$ cat config.mk
export PLATFORM = sky130hd
export DESIGN_NAME = assembler_source_tokenizer
export DESIGN_NICKNAME = d
export VERILOG_FILES = /design/src/hw/rtl/ast_pkg.sv /design/src/hw/rtl/ast_outq.sv /design/src/hw/rtl/ast_lexer.sv /design/src/hw/rtl/assembler_source_tokenizer.sv
export SDC_FILE = /design/constraint.sdc
export NUM_CORES = 2
export LEC_CHECK = 0
export BUFFER_PORTS_ARGS = -buffer_cell sky130_fd_sc_hd__buf_2
export CAP_MARGIN = 20
export CELL_PAD_IN_SITES_DETAIL_PLACEMENT = 0
export CELL_PAD_IN_SITES_GLOBAL_PLACEMENT = 2
export CORE_UTILIZATION = 40
export DETAILED_ROUTE_END_ITERATION = 16
export GPL_ROUTABILITY_DRIVEN = 0
export PLACE_DENSITY = 0.79
export SETUP_SLACK_MARGIN = 0.3
export SLEW_MARGIN = 5
export SYNTH_ARGS = -nofsm -noshare
export SYNTH_HDL_FRONTEND = slang
export SYNTH_SLANG_ARGS = --single-unit
export TNS_END_PERCENT = 5
$ cat constraint.sdc
create_clock -name clk -period 12.5 [get_ports clk]
set_input_delay 2.5 -clock clk [delete_from_list [all_inputs] [get_ports clk]]
set_output_delay 2.5 -clock clk [all_outputs]
set_load 0.02 [all_outputs]
$ cat src/hw/rtl/ast_pkg.sv
// ast_pkg: shared types, token and error codes for the source tokenizer.
// Used by ast_lexer, ast_outq and assembler_source_tokenizer. No dependencies.
`timescale 1ns / 1ps
package ast_pkg;

  typedef struct packed {
    logic [7:0] in_byte;
    logic       end_of_input;
  } ast_in_t;

  typedef struct packed {
    logic [5:0]  token_kind;
    logic [31:0] token_value;
    logic [23:0] source_offset;
    logic [13:0] text_length;
    logic [15:0] line_number;
    logic [16:0] token_index;
    logic        newline_before;
    logic        terminator;
    logic [3:0]  error_code;
    logic        last;
  } ast_out_t;

  typedef enum logic [4:0] {
    M_IDLE, M_ZERO, M_BIN, M_DEC, M_HEX, M_IDENT, M_STR, M_STR_ESC,
    M_CH_OPEN, M_CH_ESC, M_CH_CLOSE, M_SLASH, M_LINE, M_BLK, M_BLK_STAR,
    M_BLK_SLASH, M_PEND
  } lex_mode_t;

  localparam logic [5:0] K_INT    = 6'd0;
  localparam logic [5:0] K_ID     = 6'd1;
  localparam logic [5:0] K_CHAR   = 6'd2;
  localparam logic [5:0] K_STRING = 6'd3;
  localparam logic [5:0] K_SLASH  = 6'd34;
  localparam logic [5:0] K_END    = 6'd35;
  localparam logic [5:0] K_ERROR  = 6'd36;

  localparam logic [3:0] E_BAD_CHAR   = 4'd1;
  localparam logic [3:0] E_RANGE      = 4'd2;
  localparam logic [3:0] E_NUM_CHAR   = 4'd3;
  localparam logic [3:0] E_ESCAPE     = 4'd4;
  localparam logic [3:0] E_STR_OPEN   = 4'd5;
  localparam logic [3:0] E_STR_NL     = 4'd6;
  localparam logic [3:0] E_CHAR_OPEN  = 4'd7;
  localparam logic [3:0] E_BLK_OPEN   = 4'd8;
  localparam logic [3:0] E_TOKENS     = 4'd9;
  localparam logic [3:0] E_STR_LONG   = 4'd10;
  localparam logic [3:0] E_DEPTH      = 4'd11;

  localparam logic [13:0] TEXT_MAX = 14'd16383;

  function automatic logic is_id_byte(input logic [7:0] b);
    return (b >= 8'h61 && b <= 8'h7a) || (b >= 8'h41 && b <= 8'h5a) ||
           (b >= 8'h30 && b <= 8'h39) || b == 8'h5f;
  endfunction

  // escape code; bit 8 set means invalid
  function automatic logic [8:0] escape_value(input logic [7:0] b);
    logic [8:0] r;
    case (b)
      8'h74:   r = 9'd9;
      8'h6e:   r = 9'd10;
      8'h5c:   r = 9'd92;
      8'h72:   r = 9'd13;
      8'h30:   r = 9'd0;
      8'h62:   r = 9'd8;
      8'h22:   r = 9'd34;
      8'h27:   r = 9'd39;
      default: r = 9'h100;
    endcase
    return r;
  endfunction

  // single-byte symbol kind, zero when not one
  function automatic logic [5:0] single_kind(input logic [7:0] b);
    logic [5:0] k;
    case (b)
      8'h5e: k = 6'd20;
      8'h2b: k = 6'd21;
      8'h2d: k = 6'd22;
      8'h7b: k = 6'd23;
      8'h7d: k = 6'd24;
      8'h28: k = 6'd25;
      8'h29: k = 6'd26;
      8'h5b: k = 6'd27;
      8'h5d: k = 6'd28;
      8'h3b: k = 6'd29;
      8'h2e: k = 6'd30;
      8'h7e: k = 6'd31;
      8'h2a: k = 6'd32;
      8'h2c: k = 6'd33;
      default: k = 6'd0;
    endcase
    return k;
  endfunction

endpackage

$ cat src/hw/rtl/ast_outq.sv
// ast_outq: small FIFO of result transactions between the lexer and the pop side.
// Depends on ast_pkg.
`timescale 1ns / 1ps
module ast_outq
  import ast_pkg::*;
(
  input  logic     clk,
  input  logic     rst,
  input  logic     wr0_en,
  input  ast_out_t wr0_data,
  input  logic     wr1_en,
  input  ast_out_t wr1_data,
  output logic     free2,
  output logic     empty,
  input  logic     pop,
  output ast_out_t rd_data
);

  localparam int Depth = 4;

  ast_out_t   mem [Depth];
  logic [1:0] wr_ptr;
  logic [1:0] rd_ptr;
  logic [2:0] count;
  logic [2:0] n_wr;
  logic       do_pop;

  assign n_wr    = {2'd0, wr0_en} + {2'd0, wr1_en};
  assign empty   = (count == 3'd0);
  assign do_pop  = pop && !empty;
  assign rd_data = mem[rd_ptr];
  // room for the two results one more byte can make, on top of those in flight
  assign free2   = ((count + n_wr) <= 3'd2);

  always_ff @(posedge clk) begin
    if (wr0_en) begin
      mem[wr_ptr] <= wr0_data;
    end
    if (wr1_en) begin
      mem[wr_ptr + 2'd1] <= wr1_data;
    end
    if (rst) begin
      wr_ptr <= '0;
      rd_ptr <= '0;
      count  <= '0;
    end else begin
      wr_ptr <= wr_ptr + n_wr[1:0];
      if (do_pop) begin
        rd_ptr <= rd_ptr + 2'd1;
      end
      count <= count + n_wr - {2'd0, do_pop};
    end
  end

  a_no_overflow: assert property (@(posedge clk) disable iff (rst)
    (count + n_wr) <= 3'(Depth)) else $error("outq overflow");
  a_pair_order: assert property (@(posedge clk) disable iff (rst)
    wr1_en |-> wr0_en) else $error("second write without first");
  a_count_range: assert property (@(posedge clk) disable iff (rst)
    count <= 3'(Depth)) else $error("outq count out of range");

endmodule

$ cat src/hw/rtl/ast_lexer.sv
// ast_lexer: byte-at-a-time lexer; produces up to two results per byte
// and writes them into a two-entry stage. Depends on ast_pkg.
`timescale 1ns / 1ps
module ast_lexer
  import ast_pkg::*;
#(
  parameter int TokenLimit        = 65536,
  parameter int StringLimit       = 8192,
  parameter int CommentDepthLimit = 255,
  parameter int PositionBits      = 24
) (
  input  logic     clk,
  input  logic     rst,
  input  logic     in_valid,
  input  ast_in_t  in_data,
  output logic     res0_valid,
  output ast_out_t res0,
  output logic     res1_valid,
  output ast_out_t res1
);

  lex_mode_t         lex_mode, lex_mode_next;
  logic [7:0]        pending_symbol, pending_symbol_next;
  logic [32:0]       acc, acc_next;
  logic              ovf, ovf_next;
  logic [PositionBits-1:0] token_start, token_start_next;
  logic [PositionBits-1:0] byte_position, byte_position_next;
  logic [15:0]       current_line, current_line_next;
  logic [24:0]       tokens_emitted, tokens_emitted_next;
  logic [15:0]       comment_depth, comment_depth_next;
  logic [16:0]       text_count, text_count_next;
  logic              nl_pending, nl_pending_next;
  logic              err, err_next;

  logic [1:0]        nres;
  ast_out_t          r0, r1;

  always_comb begin
    logic [7:0] b;
    logic redo;
    logic [4:0] d;
    logic [8:0] ev;
    logic [5:0] one, two, alt;
    logic [7:0] c2, a2;
    logic [36:0] mul;
    logic [5:0] sk;
    ast_out_t t;
    logic [5:0]  e_kind;
    logic [31:0] e_val;
    logic [PositionBits-1:0] e_off;
    logic [13:0] e_len;
    logic e_sym;
    logic do_emit;
    logic [3:0] do_err;
    b = in_data.in_byte;
    lex_mode_next = lex_mode;
    pending_symbol_next = pending_symbol;
    acc_next = acc;
    ovf_next = ovf;
    token_start_next = token_start;
    byte_position_next = byte_position;
    current_line_next = current_line;
    tokens_emitted_next = tokens_emitted;
    comment_depth_next = comment_depth;
    text_count_next = text_count;
    nl_pending_next = nl_pending;
    err_next = err;
    nres = 2'd0;
    r0 = '0;
    r1 = '0;
    redo = 1'b0;
    d = 5'd16;
    ev = escape_value(b);
    one = 6'd17; two = 6'd18; alt = 6'd19; c2 = 8'h3e; a2 = 8'h3d;
    mul = '0;
    sk = single_kind(b);
    e_kind = '0; e_val = '0; e_off = '0; e_len = '0; e_sym = 1'b0;
    do_emit = 1'b0;
    do_err = 4'd0;
    t = '0;

    // first phase: the mode byte handling; may emit one token and request
    // the byte be re-run from idle
    if (in_data.end_of_input) begin
      if (!err) begin
        unique case (lex_mode)
          M_ZERO, M_BIN, M_DEC, M_HEX: begin
            if (ovf) do_err = E_RANGE;
            else begin do_emit = 1'b1; e_kind = K_INT; e_val = acc[31:0]; end
          end
          M_IDENT: begin
            do_emit = 1'b1; e_kind = K_ID; e_off = token_start;
            e_len = text_count[13:0];
          end
          M_STR, M_STR_ESC: do_err = E_STR_OPEN;
          M_CH_OPEN, M_CH_ESC, M_CH_CLOSE: do_err = E_CHAR_OPEN;
          M_SLASH: begin do_emit = 1'b1; e_kind = K_SLASH; e_sym = 1'b1; end
          M_BLK, M_BLK_STAR, M_BLK_SLASH: do_err = E_BLK_OPEN;
          M_PEND: begin
            case (pending_symbol)
              8'h7c: one = 6'd4; 8'h26: one = 6'd6; 8'h3a: one = 6'd8;
              8'h21: one = 6'd10; 8'h3d: one = 6'd12; 8'h3c: one = 6'd14;
              default: one = 6'd17;
            endcase
            do_emit = 1'b1; e_kind = one; e_sym = 1'b1;
          end
          default: ;
        endcase
      end
    end else if (!err) begin
      unique case (lex_mode)
        M_ZERO, M_BIN, M_DEC, M_HEX: begin
          if (b >= 8'h30 && b <= 8'h39) d = 5'(b - 8'h30);
          else if (b >= 8'h41 && b <= 8'h46) d = 5'(b - 8'h37);
          else if (b >= 8'h61 && b <= 8'h66) d = 5'(b - 8'h57);
          if (lex_mode == M_ZERO && b == 8'h62) lex_mode_next = M_BIN;
          else if (lex_mode == M_ZERO && b == 8'h64) lex_mode_next = M_DEC;
          else if (lex_mode == M_ZERO && b == 8'h78) lex_mode_next = M_HEX;
          else if (b == 8'h5f) begin
            if (lex_mode == M_ZERO) lex_mode_next = M_DEC;
          end else if ((lex_mode == M_BIN && d < 5'd2) ||
                       ((lex_mode == M_DEC || lex_mode == M_ZERO) && d < 5'd10) ||
                       (lex_mode == M_HEX && d < 5'd16)) begin
            if (lex_mode == M_ZERO) lex_mode_next = M_DEC;
            if (!ovf) begin
              if (lex_mode == M_BIN) mul = {3'd0, acc, 1'b0};
              else if (lex_mode == M_HEX) mul = {acc, 4'd0};
              else mul = {1'b0, acc, 3'd0} + {3'd0, acc, 1'b0};
              mul = mul + {32'd0, d};
              if (mul[36:32] != 5'd0) ovf_next = 1'b1;
              acc_next = mul[32:0];
            end
          end else begin
            lex_mode_next = M_IDLE;
            redo = 1'b1;
            if (ovf) do_err = E_RANGE;
            else if (is_id_byte(b)) do_err = E_NUM_CHAR;
            else begin do_emit = 1'b1; e_kind = K_INT; e_val = acc[31:0]; end
          end
        end
        M_IDENT: begin
          if (is_id_byte(b)) begin
            if (text_count[13:0] < TEXT_MAX) text_count_next = text_count + 17'd1;
          end else begin
            lex_mode_next = M_IDLE; redo = 1'b1; do_emit = 1'b1; e_kind = K_ID;
            e_off = token_start; e_len = text_count[13:0];
          end
        end
        M_STR: begin
          if (b == 8'h22) begin
            lex_mode_next = M_IDLE; do_emit = 1'b1; e_kind = K_STRING;
            e_off = token_start; e_len = text_count[13:0];
          end else if (b == 8'h5c) lex_mode_next = M_STR_ESC;
          else if (b == 8'h0a) do_err = E_STR_NL;
          else if (b == 8'h00) do_err = E_STR_OPEN;
          else if (text_count >= 17'(StringLimit)) do_err = E_STR_LONG;
          else text_count_next = text_count + 17'd1;
        end
        M_STR_ESC: begin
          if (ev[8]) do_err = E_ESCAPE;
          else begin
            lex_mode_next = M_STR;
            if (text_count >= 17'(StringLimit)) do_err = E_STR_LONG;
            else text_count_next = text_count + 17'd1;
          end
        end
        M_CH_OPEN: begin
          if (b == 8'h5c) lex_mode_next = M_CH_ESC;
          else begin acc_next = {25'd0, b}; lex_mode_next = M_CH_CLOSE; end
        end
        M_CH_ESC: begin
          if (ev[8]) do_err = E_ESCAPE;
          else begin acc_next = {25'd0, ev[7:0]}; lex_mode_next = M_CH_CLOSE; end
        end
        M_CH_CLOSE: begin
          if (b == 8'h27) begin
            lex_mode_next = M_IDLE; do_emit = 1'b1; e_kind = K_CHAR;
            e_val = acc[31:0];
          end else do_err = E_CHAR_OPEN;
        end
        M_SLASH: begin
          if (b == 8'h2f) lex_mode_next = M_LINE;
          else if (b == 8'h2a) begin
            lex_mode_next = M_BLK; comment_depth_next = 16'd1;
          end else begin
            lex_mode_next = M_IDLE; redo = 1'b1; do_emit = 1'b1;
            e_kind = K_SLASH; e_sym = 1'b1;
          end
        end
        M_LINE: begin
          if (b == 8'h0a) begin lex_mode_next = M_IDLE; redo = 1'b1; end
        end
        M_BLK, M_BLK_STAR, M_BLK_SLASH: begin
          if (lex_mode == M_BLK_STAR && b == 8'h2f) begin
            comment_depth_next = comment_depth - 16'd1;
            lex_mode_next = (comment_depth == 16'd1) ? M_IDLE : M_BLK;
          end else if (lex_mode == M_BLK_SLASH && b == 8'h2a) begin
            if (comment_depth >= 16'(CommentDepthLimit)) do_err = E_DEPTH;
            else begin
              comment_depth_next = comment_depth + 16'd1; lex_mode_next = M_BLK;
            end
          end else begin
            if (b == 8'h0a) begin
              nl_pending_next = 1'b1;
              if (current_line != 16'hffff) current_line_next = current_line + 16'd1;
            end
            lex_mode_next = (b == 8'h2a) ? M_BLK_STAR :
                            ((b == 8'h2f) ? M_BLK_SLASH : M_BLK);
          end
        end
        M_PEND: begin
          case (pending_symbol)
            8'h7c: begin one = 6'd4;  c2 = 8'h7c; two = 6'd5;  a2 = 8'h00; end
            8'h26: begin one = 6'd6;  c2 = 8'h26; two = 6'd7;  a2 = 8'h00; end
            8'h3a: begin one = 6'd8;  c2 = 8'h3a; two = 6'd9;  a2 = 8'h00; end
            8'h21: begin one = 6'd10; c2 = 8'h3d; two = 6'd11; a2 = 8'h00; end
            8'h3d: begin one = 6'd12; c2 = 8'h3d; two = 6'd13; a2 = 8'h00; end
            8'h3c: begin one = 6'd14; c2 = 8'h3c; two = 6'd15; a2 = 8'h3d; alt = 6'd16; end
            default: ;
          endcase
          lex_mode_next = M_IDLE; do_emit = 1'b1; e_sym = 1'b1;
          if (b == c2) e_kind = two;
          else if (a2 != 8'h00 && b == a2) e_kind = alt;
          else begin e_kind = one; redo = 1'b1; end
        end
        default: redo = 1'b1;
      endcase
    end

    // commit first-phase result
    if (do_err != 4'd0 || (do_emit && tokens_emitted >= 25'(TokenLimit))) begin
      t.token_kind = K_ERROR;
      t.source_offset = 24'(byte_position);
      t.error_code = (do_err != 4'd0) ? do_err : E_TOKENS;
      t.line_number = current_line;
      t.token_index = tokens_emitted[16:0];
      t.newline_before = nl_pending;
      r0 = t; nres = 2'd1;
      err_next = 1'b1; lex_mode_next = M_IDLE; redo = 1'b0;
    end else if (do_emit) begin
      t.token_kind = e_kind; t.token_value = e_val;
      t.source_offset = 24'(e_off); t.text_length = e_len;
      t.line_number = current_line; t.token_index = tokens_emitted[16:0];
      t.newline_before = nl_pending; t.terminator = e_sym || nl_pending;
      r0 = t; nres = 2'd1;
      tokens_emitted_next = tokens_emitted + 25'd1;
      nl_pending_next = 1'b0;
    end

    // second phase: byte from idle, or end token
    do_emit = 1'b0; do_err = 4'd0; e_kind = '0; e_val = '0; e_off = '0;
    e_len = '0; e_sym = 1'b0;
    if (in_data.end_of_input) begin
      if (!err_next) begin
        t = '0;
        t.token_kind = K_END; t.source_offset = 24'(byte_position);
        t.line_number = current_line; t.token_index = tokens_emitted_next[16:0];
        t.newline_before = nl_pending_next; t.terminator = 1'b1;
        if (nres == 2'd0) r0 = t; else r1 = t;
        nres = nres + 2'd1;
      end
    end else if (redo) begin
      if (b == 8'h0a) begin
        nl_pending_next = 1'b1;
        if (current_line != 16'hffff) current_line_next = current_line + 16'd1;
      end else if (b == 8'h20 || b == 8'h09 || b == 8'h0d) begin
      end else if (b == 8'h30) begin
        lex_mode_next = M_ZERO; acc_next = '0; ovf_next = 1'b0;
      end else if (b == 8'h2f) lex_mode_next = M_SLASH;
      else if (b == 8'h27) lex_mode_next = M_CH_OPEN;
      else if (b == 8'h22) begin
        lex_mode_next = M_STR; text_count_next = '0;
        token_start_next = byte_position + PositionBits'(1);
      end else if (b == 8'h7c || b == 8'h26 || b == 8'h3a || b == 8'h21 ||
                   b == 8'h3d || b == 8'h3c || b == 8'h3e) begin
        lex_mode_next = M_PEND; pending_symbol_next = b;
      end else if (sk != 6'd0) begin
        do_emit = 1'b1; e_kind = sk; e_sym = 1'b1;
      end else if (b >= 8'h31 && b <= 8'h39) begin
        lex_mode_next = M_DEC; acc_next = {25'd0, b - 8'h30}; ovf_next = 1'b0;
      end else if (is_id_byte(b)) begin
        lex_mode_next = M_IDENT; token_start_next = byte_position;
        text_count_next = 17'd1;
      end else do_err = E_BAD_CHAR;

      t = '0;
      t.line_number = current_line_next;
      t.token_index = tokens_emitted_next[16:0];
      t.newline_before = nl_pending_next;
      if (do_err != 4'd0 || (do_emit && tokens_emitted_next >= 25'(TokenLimit))) begin
        t.token_kind = K_ERROR; t.source_offset = 24'(byte_position);
        t.error_code = (do_err != 4'd0) ? do_err : E_TOKENS;
        err_next = 1'b1; lex_mode_next = M_IDLE;
      end else if (do_emit) begin
        t.token_kind = e_kind; t.terminator = 1'b1;
        tokens_emitted_next = tokens_emitted_next + 25'd1;
        nl_pending_next = 1'b0;
      end
      if (do_err != 4'd0 || do_emit) begin
        if (nres == 2'd0) r0 = t; else r1 = t;
        nres = nres + 2'd1;
      end
    end

    if (nres == 2'd1) r0.last = 1'b1;
    if (nres == 2'd2) r1.last = 1'b1;

    if (in_data.end_of_input) begin
      lex_mode_next = M_IDLE; pending_symbol_next = '0; acc_next = '0;
      ovf_next = 1'b0; token_start_next = '0; byte_position_next = '0;
      current_line_next = 16'd1; tokens_emitted_next = '0;
      comment_depth_next = '0; text_count_next = '0; nl_pending_next = 1'b0;
      err_next = 1'b0;
    end else begin
      byte_position_next = byte_position + PositionBits'(1);
    end
  end

  always_ff @(posedge clk) begin
    if (rst) begin
      lex_mode <= M_IDLE; pending_symbol <= '0; acc <= '0; ovf <= 1'b0;
      token_start <= '0; byte_position <= '0; current_line <= 16'd1;
      tokens_emitted <= '0; comment_depth <= '0; text_count <= '0;
      nl_pending <= 1'b0; err <= 1'b0;
      res0_valid <= 1'b0; res1_valid <= 1'b0;
    end else begin
      res0_valid <= in_valid && nres != 2'd0;
      res1_valid <= in_valid && nres == 2'd2;
      if (in_valid) begin
        lex_mode <= lex_mode_next; pending_symbol <= pending_symbol_next;
        acc <= acc_next; ovf <= ovf_next; token_start <= token_start_next;
        byte_position <= byte_position_next; current_line <= current_line_next;
        tokens_emitted <= tokens_emitted_next;
        comment_depth <= comment_depth_next; text_count <= text_count_next;
        nl_pending <= nl_pending_next; err <= err_next;
      end
    end
  end

  always_ff @(posedge clk) begin
    res0 <= r0;
    res1 <= r1;
  end

  a_res_order: assert property (@(posedge clk) disable iff (rst)
    res1_valid |-> res0_valid) else $error("second result without first");
  a_line_nonzero: assert property (@(posedge clk) disable iff (rst)
    current_line != 16'd0) else $error("line number zero");
  a_idle_after_err: assert property (@(posedge clk) disable iff (rst)
    err |-> lex_mode == M_IDLE) else $error("mode active after error");

endmodule

$ cat src/hw/rtl/assembler_source_tokenizer.sv
// Top level of the source tokenizer: lexer front end and result queue.
// Depends on ast_pkg, ast_lexer, ast_outq.
`timescale 1ns / 1ps
// One source byte is taken per cycle, back to back, while the four-entry
// result queue can hold two more results on top of those still in flight.
// A byte's results (at most two) are registered in the lexer and written into
// the queue together on the next edge, so its first result reaches out_item
// through the lexer register and then the queue. Throughput is one byte per cycle
// whenever results are popped at least as fast as they are made; full rises
// during reset and when queued plus in-flight results leave fewer than two
// free entries.
module assembler_source_tokenizer
  import ast_pkg::*;
#(
  parameter int TOKEN_LIMIT         = 65536,
  parameter int STRING_LIMIT        = 8192,
  parameter int COMMENT_DEPTH_LIMIT = 255,
  parameter int POSITION_BITS       = 24
) (
  input  logic     clk,
  input  logic     rst,
  input  logic     push,
  output logic     full,
  input  ast_in_t  in_item,
  output logic     empty,
  input  logic     pop,
  output ast_out_t out_item
);

  logic     acc_in;
  logic     r0v, r1v;
  ast_out_t r0, r1;
  logic     free2;

  assign full   = rst || !free2;
  assign acc_in = push && !full;

  ast_lexer #(
    .TokenLimit(TOKEN_LIMIT), .StringLimit(STRING_LIMIT),
    .CommentDepthLimit(COMMENT_DEPTH_LIMIT), .PositionBits(POSITION_BITS)
  ) u_lex (
    .clk(clk), .rst(rst), .in_valid(acc_in), .in_data(in_item),
    .res0_valid(r0v), .res0(r0), .res1_valid(r1v), .res1(r1)
  );

  ast_outq u_q (
    .clk(clk), .rst(rst), .wr0_en(r0v), .wr0_data(r0), .wr1_en(r1v),
    .wr1_data(r1), .free2(free2), .empty(empty), .pop(pop), .rd_data(out_item)
  );

  a_accept_room: assert property (@(posedge clk) disable iff (rst)
    acc_in |-> free2) else $error("accepted without room");
  a_res_order: assert property (@(posedge clk) disable iff (rst)
    r1v |-> r0v) else $error("second result without first");
  a_head_stable: assert property (@(posedge clk) disable iff (rst)
    (!empty && !pop) |=> (!empty && $stable(out_item)))
    else $error("waiting result changed");

endmodule
After elaboration in Yosys (flattened, before gate mapping)
Memory sizes are Yosys's and may differ from the RTL's. A register that Yosys moved wholly into a read port is not among the register bits.
Cells that the tools add are included.
- register bits: 412
- bits in writable memories: 464
- logic and storage cells: 578
- memories kept: 1
- memories (memory ; words ; bits a word ; rd ports ; clocked after Yosys merged registers in ; write ports ; line ; source):
    u_q.mem ; 4 ; 116 ; 1 ; 1 ; 2 ; ast_outq.sv:21 ; ast_out_t mem [Depth];
- $add $sub $neg: 19
- magnitude comparators: 18
- eq/ne operators: 79
- mux-type cells: 356
- reduce and logical (&&, ||, !) cells: 68
- operator list (cell ; number):
    $mux 116 ; 14
    $mux 33 ; 20
    $mux 24 ; 20
    $mux 32 ; 13
    $mux 37 ; 11
    $mux 17 ; 21
    $mux 16 ; 17
    $mux 5 ; 40
    $eq 8x6->1 const B ; 24
    $mux 25 ; 6
    $mux 4 ; 34
    $eq 8x7->1 const B ; 16
    $mux 8 ; 15
    $mux 6 ; 17
    $pmux 33 s3 ; 1
    $mux 1 ; 86
    $mux 14 ; 6
    $pmux 6 s14 ; 1
    $pmux 9 s8 ; 1
    $pmux 32 s2 ; 1
    $pmux 5 s6 ; 2
    $pmux 5 s11 ; 1
    $pmux 17 s3 ; 1
    $add 25x1->25 const B ; 2
    73 further kinds ; 170

Logic depth before layout (Yosys ltp)
- depth in word-level cells: 42
- mapped depth: 26

Hierarchy
Synthesis repeated with hierarchy kept, for this count alone.
- cell total of the unflattened synthesis: 3935
- area, all modules: 44306.2 um^2
- modules (own cells, without submodules) (module ; seq. area each (um^2) ; area an instance (um^2) ; times used ; cells an instance):
    ast_outq ; 14113.5 ; 22864.4 ; 1 ; 1172
    ast_lexer ; 7146.9 ; 21426.8 ; 1 ; 2761
    assembler_source_tokenizer ; 0.0 ; 15.0 ; 1 ; 2

Worst setup path before layout
Ideal clock, no wire load.
- path kind: register to register
- from: register u_q.wr_ptr[1]
- to: memory u_q.mem[2][0] (netlist name), enable pin
- setup slack: 3.044 ns
- period minus slack after synthesis: 9.456 ns
- buffers on the path: 1
- library setup time: 0.751 ns
- required time: 11.749 ns
- data arrival time: 8.705 ns
- stages on the path, launching flop included: 4
- cells stage by stage: dfxtp_1 clkbuf_1 inv_1 o21ai_0
- RTL lines (what ; line ; source):
    start, declared ; ast_outq.sv:22 ; logic [1:0] wr_ptr;
    start signal, assigned ; ast_outq.sv:47 ; wr_ptr <= wr_ptr + n_wr[1:0];
    end, declared ; ast_outq.sv:21 ;

Worst setup path in the final report
- from: input port in_item[2] (netlist name)
- to: register u_lex.tokens_emitted[14]
- cells in the longest elaborated chain, start to end: 29
- RTL lines (what ; line ; source):
    start, declared ; assembler_source_tokenizer.sv:24 ; input ast_in_t in_item,
    $ge 8x7->1 or $le 8x7->1 (tied branches) ; ast_pkg.sv:53, ast_lexer.sv:115 ;
    $logic_and 1x1->1 ; ast_lexer.sv:115 ; else if (b >= 8'h61 && b <= 8'h66) d = 5'(b - 8'h57);
    $mux 5 ; ast_lexer.sv:115 ;
    $mux 5 ; ast_lexer.sv:114 ; else if (b >= 8'h41 && b <= 8'h46) d = 5'(b - 8'h37);
    $mux 5 ; ast_lexer.sv:113 ; if (b >= 8'h30 && b <= 8'h39) d = 5'(b - 8'h30);
    $mux 5 ; ast_lexer.sv:111 ; unique case (lex_mode)
    $mux 5 ; ast_lexer.sv:110 ; end else if (!err) begin
    $mux 5 ; ast_lexer.sv:84 ; if (in_data.end_of_input) begin
    [13 not listed] ; - ;
    $logic_or 1x1->1 ; ast_lexer.sv:231 ; if (do_err != 4'd0 || (do_emit && tokens_emitted >= 25'(TokenLimit))) begin
    $mux 25 ; ast_lexer.sv:231 ;
    $ge 25x17->1 ; ast_lexer.sv:290 ; if (do_err != 4'd0 || (do_emit && tokens_emitted_next >= 25'(TokenLimit))) begin
    $logic_and 1x1->1 ; ast_lexer.sv:290 ;
    $logic_or 1x1->1 ; ast_lexer.sv:290 ;
    $mux 25 ; ast_lexer.sv:290 ;
    $mux 25 (*) ; ast_lexer.sv:262 ; end else if (redo) begin
    $mux 25 (*) ; ast_lexer.sv:308 ; if (in_data.end_of_input) begin
    end signal, assigned ; ast_lexer.sv:333 ; tokens_emitted <= tokens_emitted_next;
    end, declared ; ast_lexer.sv:29 ; logic [24:0] tokens_emitted, tokens_emitted_next;
Mark *: on every way between the ends. The rest lies on a longest branch, timed or not. The select of a mux whose other input is x is not followed.
A chain may end at the register's enable or synchronous reset.

==> out/qor.csv <==
stage,metric,value,unit
placement,numPlacedInstances,5125,
setup_path,path_cells,buf_2 -> inv_1 -> ha_1 -> nor4b_2 -> o221a_2 -> a21oi_1 -> or2_2 -> a2bb2oi_1 -> o211ai_2 -> a31oi_1 -> nand3_1 -> mux2i_2 -> inv_1 -> ha_1 -> nand3_1 -> nor2b_1 -> nor3b_1 -> xor2_1 -> o21ai_0,
run,cap_violations,0,
sta,finalCritPeriodShare,0.603,
power,vdd_drop_max,0.158,mV
floorplan,die_y,327,um
placement,hpwl,79600,um
floorplan,initial_utilization,0.406,
setup_path,criticalPathCategory,input pin to register,
finish,mostFrequentLayoutCells,"464 x edfxtp_1, 364 x dfxtp_1, 296 x nand2_1",
global_route,overflow,0,
setup_path,slowest_delay,0.57,ns
global_route,grt_pass1_wl,185000,um
sta,finalMaxSlewViolations,0,
yosys,async_flop_share,0,
clocking,clkSlewWorstSetupHoldPaths,0.06,ns
sta,finalClockSkew,0.0364,ns
yosys,ys_seq_elements,830,
setup_path,timing.rr.start,u_lex.lex_mode[0]$_SDFFE_PP0P_,
yosys,yosys_warnings,0,
run_status,status,finished clean,
yosys,avgSynthCellArea,11.1,um^2
sta,finalSetupViolations,0,
global_route,grt_pass1_vias,30000,
power,power_frac_clock,0.415,
yosys,synth_cell_types,113,
setup_path,worstPathArrival,8.06,ns
min_path,min-delay-start,u_lex.token_start[17]$_SDFFE_PP0P_,
finish,fillCellCount,9651,
power,p_switching,1.82,mW
detailed_routing,routed.top_layer,met5,
setup_path,crit_path_start_kind,input pin,
placement,portBuffers,130,
setup_path,critical_path.max_fanout,13,
detailed_routing,drtAntennaViolNets,0,
sta,slew_headroom,0.303,
clocking,ctsHoldBuffers,0,
yosys,seq_area_frac_synth,0.503,
detailed_routing,viasPerCell,5.70,
min_path,holdPathStages,2,
power,p_leak,16.8,nW
power,p_seq_frac,0.440,
clocking,insertion_delay,0.67,ns
finish,stdcell_count,5295,
min_path,hp-class,register to register,
clocking,clockRootBuffer,clkbuf_16,
clocking,clock_sinks,830,
setup_path,required,13.03,ns
floorplan,die_area,107000,um^2
sta,tightestPinTransition,1.05,ns
yosys,dominantRegCellSynth,edfxtp_1,
sta,grt_setup_unrepaired,false,
floorplan,row_count,118,
detailed_routing,routed_wl,121000,um
finish,insertedDiodeCount,0,
setup_path,end_kind,register,
floorplan,die_x,327,um
power,p_comb_frac,0.145,
finish,drive_gt1_frac,0.206,
setup_path,crit_path_start,in_item[2],
clocking,tritoncts,built,
sta,period_needed,7.53,ns
global_route,grt_max_degree,69,
sta,tns,0,ns
setup_path,cp_slowest_cell,nor2b_1,
power,p_int,5.01,mW
clocking,cts_resized,0,
yosys,synth_enable_flop_cells,464,
finish,fin_nets,3918,
power,power_density,144,nW/um^2
detailed_routing,route.vias.total,30200,
detailed_routing,drc,0,
yosys,syn_nets,3873,
finish,layout_commonest_cell,edfxtp_1,
detailed_routing,drt_pass1_iterations,5,
clocking,cts-buffers-inserted,90,
sta,holdWs,0.448,ns
finish,syn_to_final_growth,12.2,%
clocking,clock_path_buffers,3,
floorplan,io_pins,131,
clocking,htreeDepth,3,
detailed_routing,wl_per_cell,22.9,um
sta,clock.fmax,133,MHz
detailed_routing,drt_iter0_markers,2280,
yosys,synth_cells,3793,
detailed_routing,met3_length,6980,um
setup_path,reg2reg_depth,16,
clocking,post_cts_buffers,0,
global_route,antenna_found_initial,5,
floorplan,core,104000,um^2
global_route,grt_use_total,0.224,
sta,hold_viol_final,0,
yosys,syn_area,42200,um^2
power,switching_share,0.267,
detailed_routing,wl_met2,55700,um
detailed_routing,met1_length,55400,um
==> worst max-delay path: cells and delay by family <==
kind,cells,cell delay [ns]
buffers and inverters,3,0.60
xor gates and xnor gates,1,0.20
AOI/OAI and AO/OA,6,1.59
and+or+nand+nor,6,2.27
muxes,1,0.38
adders and majority gates,2,0.53
==> cell families (layout without fill, tap and decap cells) <==
family,count (synthesis),count (layout),synth area share
and+or+nand+nor,1299,1299,0.164
muxes,409,409,0.139
DFF,830,830,0.503
xor gates and xnor gates,117,117,0.0243
AOI/OAI and AO/OA,777,777,0.121
other,1,1,0.0000888
adders and majority gates,68,68,0.0206
buffers and inverters,292,414,0.0273
==> state kept, by name, indices dropped and copies added (netlist names), named ones only <==
register              flops
u_lex.acc                33
u_lex.res0              116
u_lex.text_count         17
u_lex.pending_symbol      8
u_lex.lex_mode            5
u_q.rd_ptr                2
u_q.count                 3
u_lex.byte_position      24
u_lex.tokens_emitted     25
u_lex.token_start        24
u_lex.nl_pending          1
u_q.mem                 464
u_lex.err                 1
u_lex.res1_valid          1
u_lex.ovf                 1
u_lex.comment_depth      16
u_lex.res0_valid          1
u_lex.current_line       16
u_lex.res1               68
u_q.wr_ptr                2
==> cell usage after synthesis, drive strengths merged (10+ instances only) <==
cell,number,area share
o221ai,11,0.0023
inv,59,0.0052
edfxtp,464,0.33
clkbuf,177,0.016
nand2,300,0.027
nor3b,19,0.0037
a211oi,20,0.0036
nor3,77,0.0094
nand4,25,0.0037
mux2i,19,0.0046
o21ai,205,0.024
nor4,23,0.0043
or3,48,0.0073
a22oi,10,0.0018
nand3,87,0.010
mux2,274,0.073
a21oi,188,0.022
nand3b,12,0.0021
a31oi,33,0.0053
and2,268,0.040
a21o,28,0.0050
buf,55,0.0063
o22ai,43,0.0064
a2111oi,10,0.0028
a22o,58,0.012
o22a,11,0.0023
ha,64,0.019
nor2b,86,0.013
xnor2,63,0.013
or3b,10,0.0021
nand2b,31,0.0046
nor2,219,0.020
mux4,116,0.062
o21a,16,0.0028
dfxtp,366,0.17
a32oi,10,0.0021
xor2,54,0.011
and3,49,0.0073
o31ai,26,0.0047
o211ai,20,0.0037
==> final timing paths <==
path,slack [ns],end
hold / removal,0.45,u_lex.token_start[17]$_SDFFE_PP0P_
hold reg to reg,0.45,u_lex.token_start[17]$_SDFFE_PP0P_
setup reg to reg,7.00,u_lex.tokens_emitted[14]$_SDFFE_PP0P_
setup / recovery,4.97,u_lex.tokens_emitted[14]$_SDFFE_PP0P_
==> routing by layer <==
layer  GRT usage  vias to the layer above
met5           0                        -
met4      0.0687                        2
met3      0.0386                      210
met2       0.355                      845
met1       0.311                    14900
li1            -                    14200
==> metrics by stage <==
stage	area [um^2]	total power, mW	setup slack (ns)	util
finish	47400	6.83	4.97	0.455
floorplan	42200	3.73	3.04	-
CTS	47400	6.90	5.13	0.455
detailed placement	44200	4.07	4.44	0.425
global route	47400	7.07	4.65	0.455
global placement	44200	4.07	4.54	0.425
==> layout make-up <==
| class | count | area, um^2 | area share |
|---|---|---|---|
| sequential | 830 | 21300 | 0.449 |
| multi-input combinational | 2671 | 19900 | 0.420 |
| clock buffer | 122 | 2480 | 0.0524 |
| tap | 1380 | 1730 | 0.0364 |
| timing repair buffer | 185 | 1060 | 0.0224 |
| clock inverter | 47 | 696 | 0.0147 |
| inverter | 60 | 225 | 0.00475 |
==> power groups by stage <==
stage / Clock [mW] / Combinational, mW / Sequential (mW)
floorplan: 0 / 0.696 / 3.04
CTS: 2.89 / 1.00 / 3.01
global route: 2.99 / 1.05 / 3.02
global placement: 0 / 1.00 / 3.07
detailed placement: 0 / 0.999 / 3.07
finish: 2.84 / 0.989 / 3.01
(Power assumes the default switching activity.)
